==> src/rtl/wsfc_pkg.sv <==
// shared types, constants, suffix table and character tests of the word shape classifier
package wsfc_pkg;

  localparam int unsigned WIN_DEPTH    = 8;
  localparam int unsigned SUFFIX_TABLE = 47;
  localparam int unsigned SUFFIX_CHARS = 7;
  localparam logic [3:0]  COUNT_MAX    = 4'd15;

  // capitalization codes
  localparam logic [2:0] CAP_NONE     = 3'd0;
  localparam logic [2:0] CAP_SENTENCE = 3'd1;
  localparam logic [2:0] CAP_UPPER_DG = 3'd2;
  localparam logic [2:0] CAP_ALL_UP   = 3'd3;
  localparam logic [2:0] CAP_MIXED    = 3'd4;

  // inflection codes
  localparam logic [1:0] INFL_NONE   = 2'd0;
  localparam logic [1:0] INFL_PLURAL = 2'd1;
  localparam logic [1:0] INFL_ED     = 2'd2;
  localparam logic [1:0] INFL_ING    = 2'd3;

  typedef logic [7:0] char_t;
  typedef logic [WIN_DEPTH-1:0][7:0] window_t;

  // word state as seen after the current character, handed to the evaluator
  typedef struct packed {
    logic       start_upper;
    logic       sentence_start;
    logic       seen_lower;
    logic       seen_digit;
    logic       seen_dash;
    logic       number_broken;
    logic       reduced;
    logic [3:0] len;
  } word_flags_t;

  typedef struct packed {
    logic [2:0] cap_class;
    logic       has_hyphen;
    logic [1:0] inflection_class;
    logic [5:0] suffix_class;
    logic       number_flag;
  } result_t;

  // right-justified text: byte k holds the k-th character from the end, zero past the start
  localparam logic [8*SUFFIX_CHARS-1:0] SUFFIX_TEXT [SUFFIX_TABLE] = '{
    "-backed", "-based", "graphy", "meter", "ente", "ment", "ness", "tion",
    "ael", "ary", "ate", "ble", "ent", "ess", "est", "ial", "ian", "ine",
    "ion", "ism", "ist", "ite", "ity", "ive", "ize", "nce", "ogy", "ous",
    "sis", "uan", "al", "an", "as", "er", "ez", "ia", "ic", "ly", "on",
    "or", "os", "um", "us", "a", "i", "o", "y"
  };

  function automatic logic is_upper(input char_t c);
    return (c >= "A") && (c <= "Z");
  endfunction

  function automatic logic is_lower(input char_t c);
    return (c >= "a") && (c <= "z");
  endfunction

  function automatic logic is_digit(input char_t c);
    return (c >= "0") && (c <= "9");
  endfunction

  function automatic logic is_sign(input char_t c);
    return (c == "+") || (c == "-") || (c == "#");
  endfunction

  function automatic logic is_num_punct(input char_t c);
    return is_digit(c) || (c == ".") || (c == ",");
  endfunction

  function automatic logic is_consonant(input char_t c);
    return is_lower(c) && (c != "a") && (c != "e") && (c != "i") && (c != "o") && (c != "u");
  endfunction

  function automatic logic is_letter_ci(input char_t c, input char_t lower);
    return (c == lower) || (c == (lower - 8'd32));
  endfunction

endpackage

==> src/rtl/wsfc_cell.sv <==
// one character cell of the shifting word window
module wsfc_cell (
  input  logic           clk_i,
  input  logic           rst_ni,
  input  logic           shift_i,
  input  logic           clear_i,
  input  wsfc_pkg::char_t char_i,
  output wsfc_pkg::char_t char_o
);
  import wsfc_pkg::*;

  char_t char_q, char_d;

  always_comb begin
    char_d = char_q;
    if (shift_i) begin
      char_d = clear_i ? '0 : char_i;
    end
  end

  always_ff @(posedge clk_i or negedge rst_ni) begin
    if (!rst_ni) begin
      char_q <= '0;
    end else begin
      char_q <= char_d;
    end
  end

  assign char_o = char_q;

endmodule

==> src/rtl/wsfc_eval.sv <==
// shape evaluation of a finished word: number test, caps, hyphen, inflection, suffix
module wsfc_eval #(
  parameter int unsigned SUFFIX_COUNT = wsfc_pkg::SUFFIX_TABLE
) (
  input  wsfc_pkg::window_t     win_i,
  input  wsfc_pkg::word_flags_t flags_i,
  output wsfc_pkg::result_t     res_o
);
  import wsfc_pkg::*;

  char_t      c0, c1, c2;
  logic       broken, check_last, is_number, plural;
  logic [1:0] infl;
  logic [5:0] suf;
  logic [3:0] tlen;
  char_t      tail [SUFFIX_CHARS];

  assign c0 = win_i[0];
  assign c1 = win_i[1];
  assign c2 = win_i[2];

  // number test on the last two characters
  always_comb begin
    broken     = flags_i.number_broken;
    check_last = 1'b1;
    if (flags_i.len >= 4'd2) begin
      priority if ((flags_i.len == 4'd2) && is_sign(c1)) begin
        broken = broken;
      end else if (is_letter_ci(c1, "b") && is_letter_ci(c0, "n")) begin
        check_last = 1'b0;
      end else if (is_num_punct(c1)) begin
        broken = broken;
      end else if (is_letter_ci(c1, "e") && (flags_i.len > 4'd2) && is_digit(c2)) begin
        broken = broken;
      end else begin
        broken = 1'b1;
      end
    end
    if (check_last) begin
      if (!((flags_i.len == 4'd1) && is_sign(c0)) &&
          !(is_num_punct(c0) || is_letter_ci(c0, "m") || is_letter_ci(c0, "d"))) begin
        broken = 1'b1;
      end
    end
    is_number = !broken && flags_i.seen_digit;
  end

  assign plural = (flags_i.len > 4'd2) && (c0 == "s") && (c1 != "s") &&
                  ((c1 == "e") || is_consonant(c1));

  always_comb begin
    infl = INFL_NONE;
    if (flags_i.len > 4'd3) begin
      priority if (plural) begin
        infl = INFL_PLURAL;
      end else if ((c1 == "e") && (c0 == "d")) begin
        infl = INFL_ED;
      end else if ((c2 == "i") && (c1 == "n") && (c0 == "g")) begin
        infl = INFL_ING;
      end else begin
        infl = INFL_NONE;
      end
    end
  end

  // suffix compare after dropping a plural s, lowest table index wins
  assign tlen = flags_i.len - {3'b000, plural};

  always_comb begin
    for (int k = 0; k < SUFFIX_CHARS; k++) begin
      tail[k] = plural ? win_i[k+1] : win_i[k];
    end
  end

  always_comb begin
    logic  hit;
    char_t pc;
    suf = '0;
    for (int i = SUFFIX_TABLE - 1; i >= 0; i--) begin
      hit = (i < SUFFIX_COUNT);
      for (int k = 0; k < SUFFIX_CHARS; k++) begin
        pc = SUFFIX_TEXT[i][8*k +: 8];
        if (pc != 8'h00) begin
          if ((k >= int'(tlen)) || (tail[k] != pc)) begin
            hit = 1'b0;
          end
        end
      end
      if (hit) begin
        suf = 6'(i + 1);
      end
    end
  end

  always_comb begin
    res_o = '0;
    if (is_number) begin
      res_o.number_flag = 1'b1;
    end else begin
      if (flags_i.start_upper) begin
        priority if (flags_i.sentence_start) begin
          res_o.cap_class = CAP_SENTENCE;
        end else if (!flags_i.seen_lower) begin
          res_o.cap_class = flags_i.seen_digit ? CAP_UPPER_DG : CAP_ALL_UP;
        end else begin
          res_o.cap_class = CAP_MIXED;
        end
      end else begin
        res_o.cap_class = CAP_NONE;
      end
      if (!flags_i.reduced) begin
        res_o.has_hyphen       = flags_i.seen_dash;
        res_o.inflection_class = infl;
        res_o.suffix_class     = (flags_i.len > 4'd6) ? suf : 6'd0;
      end
    end
  end

endmodule

==> src/rtl/word_shape_feature_classifier.sv <==
// top level of the word shape classifier: cell chain, word flags, result register
//
//   channel  direction  handshake                  payload
//   in       input      in_valid_i / in_stall_o    char_code_i, first_word_i, last_char_i
//   out      output     out_valid_o / out_stall_i  cap_class_o .. number_flag_o
//   cfg      input      cfg_we_i                   cfg_wdata_i (reduced mode)
//
// one character per cycle while the input is not stalled; the result of a word is registered at the edge that takes
// its last character and shows on the next cycle
// the eight window cells and the word flags update in the same cycle as the request
// the input stalls only while a finished result waits and the output stalls
// reset clears the window, the count, the flags, the mode and the output valid
module word_shape_feature_classifier #(
  parameter int unsigned SUFFIX_COUNT = wsfc_pkg::SUFFIX_TABLE
) (
  input  logic       clk_i,
  input  logic       rst_ni,
  input  logic       cfg_we_i,
  input  logic       cfg_wdata_i,
  input  logic       in_valid_i,
  output logic       in_stall_o,
  input  logic [7:0] char_code_i,
  input  logic       first_word_i,
  input  logic       last_char_i,
  output logic       out_valid_o,
  input  logic       out_stall_i,
  output logic [2:0] cap_class_o,
  output logic       has_hyphen_o,
  output logic [1:0] inflection_class_o,
  output logic [5:0] suffix_class_o,
  output logic       number_flag_o
);
  import wsfc_pkg::*;

  // request handshake
  logic accept, word_end;

  // window: cell k holds the character k places back
  window_t win_next, win_chars;

  // word state
  logic [3:0]  count_q, count_d, len_now;
  logic        start_upper_q, start_upper_d;
  logic        sentence_q, sentence_d;
  logic        seen_lower_q, seen_lower_d;
  logic        seen_digit_q, seen_digit_d;
  logic        seen_dash_q, seen_dash_d;
  logic        num_broken_q, num_broken_d;
  logic        reduced_q;
  logic        first_char, inner_ok;
  word_flags_t flags;
  result_t     res_now, res_q;
  logic        out_valid_q, out_valid_d;

  assign in_stall_o = out_valid_q && out_stall_i;
  assign accept     = in_valid_i && !in_stall_o;
  assign word_end   = accept && last_char_i;

  // cell chain, the new character enters cell zero
  always_comb begin
    win_next[0] = char_code_i;
    for (int k = 1; k < WIN_DEPTH; k++) begin
      win_next[k] = win_chars[k-1];
    end
  end

  for (genvar k = 0; k < WIN_DEPTH; k++) begin : g_cell
    wsfc_cell u_cell (
      .clk_i  (clk_i),
      .rst_ni (rst_ni),
      .shift_i(accept),
      .clear_i(last_char_i),
      .char_i (win_next[k]),
      .char_o (win_chars[k])
    );
  end

  // flags as they stand with the current character included
  assign len_now    = (count_q == COUNT_MAX) ? COUNT_MAX : count_q + 4'd1;
  assign first_char = (count_q == 4'd0);

  // the character two back is now known to be neither last nor next to last
  assign inner_ok = ((count_q == 4'd2) && is_sign(win_next[2])) ||
                    is_num_punct(win_next[2]) ||
                    (is_letter_ci(win_next[2], "e") && (count_q != 4'd2) &&
                     is_digit(win_next[3]));

  always_comb begin
    start_upper_d = first_char ? is_upper(char_code_i) : start_upper_q;
    sentence_d    = first_char ? first_word_i : sentence_q;
    seen_lower_d  = seen_lower_q || is_lower(char_code_i);
    seen_digit_d  = seen_digit_q || is_digit(char_code_i);
    seen_dash_d   = seen_dash_q || (char_code_i == "-");
    num_broken_d  = num_broken_q || ((count_q >= 4'd2) && !inner_ok);
    count_d       = len_now;
  end

  always_comb begin
    flags.start_upper    = start_upper_d;
    flags.sentence_start = sentence_d;
    flags.seen_lower     = seen_lower_d;
    flags.seen_digit     = seen_digit_d;
    flags.seen_dash      = seen_dash_d;
    flags.number_broken  = num_broken_d;
    flags.reduced        = reduced_q;
    flags.len            = len_now;
  end

  wsfc_eval #(
    .SUFFIX_COUNT(SUFFIX_COUNT)
  ) u_eval (
    .win_i  (win_next),
    .flags_i(flags),
    .res_o  (res_now)
  );

  // word state registers, cleared at the end of each word
  always_ff @(posedge clk_i or negedge rst_ni) begin
    if (!rst_ni) begin
      count_q       <= '0;
      start_upper_q <= 1'b0;
      sentence_q    <= 1'b0;
      seen_lower_q  <= 1'b0;
      seen_digit_q  <= 1'b0;
      seen_dash_q   <= 1'b0;
      num_broken_q  <= 1'b0;
    end else if (accept) begin
      if (last_char_i) begin
        count_q       <= '0;
        start_upper_q <= 1'b0;
        sentence_q    <= 1'b0;
        seen_lower_q  <= 1'b0;
        seen_digit_q  <= 1'b0;
        seen_dash_q   <= 1'b0;
        num_broken_q  <= 1'b0;
      end else begin
        count_q       <= count_d;
        start_upper_q <= start_upper_d;
        sentence_q    <= sentence_d;
        seen_lower_q  <= seen_lower_d;
        seen_digit_q  <= seen_digit_d;
        seen_dash_q   <= seen_dash_d;
        num_broken_q  <= num_broken_d;
      end
    end
  end

  // mode register
  always_ff @(posedge clk_i or negedge rst_ni) begin
    if (!rst_ni) begin
      reduced_q <= 1'b0;
    end else if (cfg_we_i) begin
      reduced_q <= cfg_wdata_i;
    end
  end

  // output register: loads when a word ends, drains when not stalled
  always_comb begin
    out_valid_d = out_valid_q;
    if (word_end) begin
      out_valid_d = 1'b1;
    end else if (!out_stall_i) begin
      out_valid_d = 1'b0;
    end
  end

  always_ff @(posedge clk_i or negedge rst_ni) begin
    if (!rst_ni) begin
      out_valid_q <= 1'b0;
    end else begin
      out_valid_q <= out_valid_d;
    end
  end

  always_ff @(posedge clk_i) begin
    if (word_end) begin
      res_q <= res_now;
    end
  end

  assign out_valid_o        = out_valid_q;
  assign cap_class_o        = res_q.cap_class;
  assign has_hyphen_o       = res_q.has_hyphen;
  assign inflection_class_o = res_q.inflection_class;
  assign suffix_class_o     = res_q.suffix_class;
  assign number_flag_o      = res_q.number_flag;

`ifndef SYNTHESIS
  // a number result carries no other feature
  a_number_alone: assert property (@(posedge clk_i) disable iff (!rst_ni)
    out_valid_o && number_flag_o |->
      cap_class_o == CAP_NONE && !has_hyphen_o &&
      inflection_class_o == INFL_NONE && suffix_class_o == 6'd0)
    else $error("number result with other features set");

  // word state starts fresh after the last character
  a_word_cleared: assert property (@(posedge clk_i) disable iff (!rst_ni)
    word_end |=> count_q == 4'd0 && !seen_digit_q && !num_broken_q && !start_upper_q)
    else $error("word state not cleared after word end");

  // reduced mode leaves only caps and number class
  a_reduced: assert property (@(posedge clk_i) disable iff (!rst_ni)
    word_end && reduced_q |=>
      !has_hyphen_o && inflection_class_o == INFL_NONE && suffix_class_o == 6'd0)
    else $error("reduced mode result carries extra features");

  // a finished word always shows a result on the next cycle
  a_result_shown: assert property (@(posedge clk_i) disable iff (!rst_ni)
    word_end |=> out_valid_o)
    else $error("word end without result");
`endif

endmodule
==> config.mk <==
export PLATFORM = sky130hd
export DESIGN_NAME = word_shape_feature_classifier
export DESIGN_NICKNAME = d
export VERILOG_FILES = /design/src/rtl/wsfc_pkg.sv /design/src/rtl/wsfc_cell.sv /design/src/rtl/wsfc_eval.sv /design/src/rtl/word_shape_feature_classifier.sv
export SDC_FILE = /design/constraint.sdc
export NUM_CORES = 1
export LEC_CHECK = 0
export BUFFER_PORTS_ARGS = -buffer_cell sky130_fd_sc_hd__buf_2
export CAP_MARGIN = 20
export CORE_AREA = 2 2 120 122
export DETAILED_ROUTE_END_ITERATION = 10
export DIE_AREA = 0 0 122 124
export PLACE_DENSITY = 0.66
export SLEW_MARGIN = 15
export SYNTH_ARGS = -nofsm -noshare
export SYNTH_HDL_FRONTEND = slang
export SYNTH_SLANG_ARGS = --single-unit
==> constraint.sdc <==
create_clock -name clk_i -period 8.7 [get_ports clk_i]
set_input_delay 0.87 -clock clk_i [delete_from_list [all_inputs] [get_ports clk_i]]
set_output_delay 0.87 -clock clk_i [all_outputs]
set_load 0.03 [all_outputs]
==> flow_summary_export.csv <==
group,metric,value,unit
run_status,outcome,"complete, no violations",
worst_setup_path,r2r_slack,2780,ps
routing,drc_errors,0,
timing,period_minus_slack,5920,ps
worst_hold_path,min_from,"g_cell[6].u_cell.char_o[3]$_DFFE_PN0P_",
synthesis,synth_edf_count,13,
power_and_ir_drop,peakVddDrop,0.0942,mV
timing,tightest_slew,1030,ps
run,maxCapViolCount,0,
global_route,overflow,0,
synthesis,synth.net_count,930,
worst_setup_path,endpoint_kind,"register",
synthesis,post-synth-top-area-cell,"dfrtp_1",
floorplan,ios,31,
synthesis,syn_inst,909,
worst_setup_path,cp.required,8810,ps
worst_hold_path,hold_depth,2,
timing,hold_viol_final,0,
global_route,use_met3,6.14,%
final_layout,final_nets,921,
timing,layout_setup_ws,2780,ps
floorplan,die-area,15100,um2
timing,final.setup.tns,0,ps
synthesis,synth_cell_types,87,
worst_setup_path,rr_startpoint,"count_q[0]$_DFFE_PN0P_",
final_layout,drive_above_1_share,9.61,%
placement,preCtsSetupSlack,2810,ps
synthesis,avgSynthCellArea,7.49,um2
timing,slew_headroom,29.4,%
worst_setup_path,crit_type,"register to register",
clocking,clock_path_buffers,2,
clocking,cts.sinks,81,
timing,min_period_over_period,68.0,%
final_layout,diodes,0,
final_layout,area_delta_synth_final,6.84,%
routing,viasPerCell,6.57,
synthesis,synth_ff_type,"dfrtp_1",
clocking,cts_setup_buffers,0,
worst_setup_path,arrival,6030,ps
global_route,grt_antenna_before_repair,0,
routing,drt-initial-drc-count,1052,
global_route,grt_pass1_wl,37400,um
timing,slew_violations,0,
worst_setup_path,start_kind,"register",
routing,wl_per_cell,21.9,um
global_route,grt_pass1_vias,6579,
clocking,cts_tree,"done",
synthesis,synth_seq_area_share,30.7,%
synthesis,synthArstFlopShare,84.0,%
power_and_ir_drop,p_leak,0.00277,uW
synthesis,synthTopCellsByArea,"dfrtp_1 (25%), nand2_1 (9.9%), nand3b_1 (6.8%)",
routing,drtAntennaViolNets,0,
placement,gp_congestion,1.02,
placement,hpwl,17200,um
routing,via_count,7132,
global_route,use_met2,48.0,%
clocking,cts-root-buf,"clkbuf_16",
worst_setup_path,worst-path-max-fanout,18,
worst_hold_path,hp-class,"register to register",
placement,io_buffer_count,30,
global_route,groute.usage.overall,32.5,%
floorplan,die_y,124,um
routing,drt_wl_total,23700,um
synthesis,synth_top_cell_area_share,25.0,%
floorplan,core,13700,um2
worst_setup_path,reg2reg_depth,18,
clocking,ctsHtreeMaxLevel,3,
power_and_ir_drop,pwr_density_cell,146,nW/um2
floorplan,initial_core_util,49.6,%
synthesis,synth_seq_cells,81,
timing,max_freq,169,MHz
global_route,grt.met1_usage,46.6,%
timing,rsz0062_at_grt,"no",
clocking,cts_resized,0,
global_route,grt-busiest-layer,"met2",
timing,setup_violations,0,
worst_setup_path,reg2reg_to,"suffix_class_o[1]$_SDFFCE_PP0P_",
synthesis,syn_area,6810,um2
clocking,cts_made_buffers,9,
floorplan,die_w,122,um
timing,skew,6.23,ps
clocking,postCtsHoldBufs,0,
clocking,insertion_delay,360,ps
global_route,grt_max_degree,72,
routing,drtPass1Iterations,7,
floorplan,rows,43,
clocking,cts.clk_slew.worst_paths,60,ps
worst_hold_path,hold_end,"g_cell[6].u_cell.char_o[3]$_DFFE_PN0P_",
synthesis,yosysWarnings,0,
report_power, final:
| part | switching, uW | leakage [uW] | total, uW | internal, uW |
|---|---|---|---|---|
| logic | 173 | 0.00160 | 251 | 78.9 |
| registers | 44.7 | 0.00105 | 452 | 407 |
| clock network | 162 | 0.000122 | 355 | 192 |
| total | 379 | 0.00277 | 1060 | 679 |
cells by family (layout without fill, tap and decap cells):
kind of cell / Yosys count / in the layout / synth area share (%)
adders and majority gates: 5 / 5 / 0.919
muxes: 10 / 10 / 1.51
xor gates and xnor gates: 6 / 6 / 0.772
and+or+nand+nor: 535 / 535 / 41.7
AOI/OAI and AO/OA: 202 / 202 / 20.0
DFF: 81 / 81 / 30.7
buffers and inverters: 70 / 66 / 4.36
critical path: stages (launching register included):
cell and delay (ps):
dfrtp_1 460, ha_1 430, a21boi_1 220, o2111a_2 320
nor2_1 300, nand2_1 260, clkinv_1 270, ha_1 210
nor2b_1 380, xnor2_1 120, o41a_1 380, a21oi_2 520
or3_1 220, a2111o_1 360, o21ai_1 170, o31a_1 320
o31ai_1 330, nand4_1 130, a32o_1 270
layout make-up:
class                      instances  area, um2
clock inverter                     5       32.5
fill                            1383       6450
tap                              180        225
multi-input combinational        758       4420
timing repair buffer              38        223
sequential                        81       2090
inverter                          12       45.0
clock buffer                      11        233
synthesized netlist by cell type (10+ instances only):
master,n
and3_1,10
nor2b_1,15
dfrtp_1,68
edfxtp_1,13
nand3b_1,62
nand4_1,19
or3_1,10
clkbuf_1,46
o21ai_0,35
nand2_1,179
nor3_1,33
nor2_1,71
nand3_1,39
nand2b_1,18
o31ai_1,12
a21oi_1,63
nor4_1,22
layer usage:
layer  wire length, um  vias to the layer above
met2             10400                      327
met4               766                        0
li1                  -                     3321
met1             10800                     3425
met5                 0                        -
met3              1770                       59
state kept, by name (all words and copies together), names as in the netlist, 2 cells and up:
signal and cells:
count_q 4, inflection_class_o 2, g_cell.u_cell.char_o 56, cap_class_o 3
suffix_class_o 6
metrics by stage:
step | cell area, um2 | hold WS [ps] | utilization [%] | power, uW | cells
final | 7270 | 463 | 53.0 | 1060 | 1085
after global routing | 7270 | 492 | 53.0 | 1100 | 1085
after CTS | 7250 | 470 | 52.8 | 1050 | 1084
after detailed placement | 6990 | 457 | 50.9 | 698 | 1068
after global placement | 6990 | 449 | 50.9 | 698 | 1068
after floorplan | 6810 | 430 | - | 615 | 909
cells in the final DEF (no fill, tap or decap), types with 10 or more instances in the layout:
master and count:
nand4_1 19, o31ai_1 12, o21ai_0 35, dfrtp_1 68
nor2b_1 15, or3_1 10, edfxtp_1 13, nand2_1 178
a21oi_1 63, and3_1 10, nor3_1 33, nor2_1 71
buf_2 30, nor4_1 22, nand3_1 39, nand3b_1 62
nand2b_1 18
worst max-delay path by stage:
stage | start | endpoint | slack [ps] | cells after the start
3_5_place_dp | char_code_i[1] | suffix_class_o[1]$_SDFFCE_PP0P_ | 2810 | 18
4_1_cts | count_q[0]$_DFFE_PN0P_ | suffix_class_o[1]$_SDFFCE_PP0P_ | 2930 | 18
3_3_place_gp | char_code_i[1] | suffix_class_o[3]$_SDFFCE_PP0P_ | 2930 | 19
2_1_floorplan | char_code_i[4] | suffix_class_o[1]$_SDFFCE_PP0P_ | 3700 | 20
5_1_grt | count_q[0]$_DFFE_PN0P_ | suffix_class_o[3]$_SDFFCE_PP0P_ | 2400 | 19
6_report | count_q[0]$_DFFE_PN0P_ | suffix_class_o[1]$_SDFFCE_PP0P_ | 2780 | 18
Note: power is estimated with default switching activity, not from simulation.
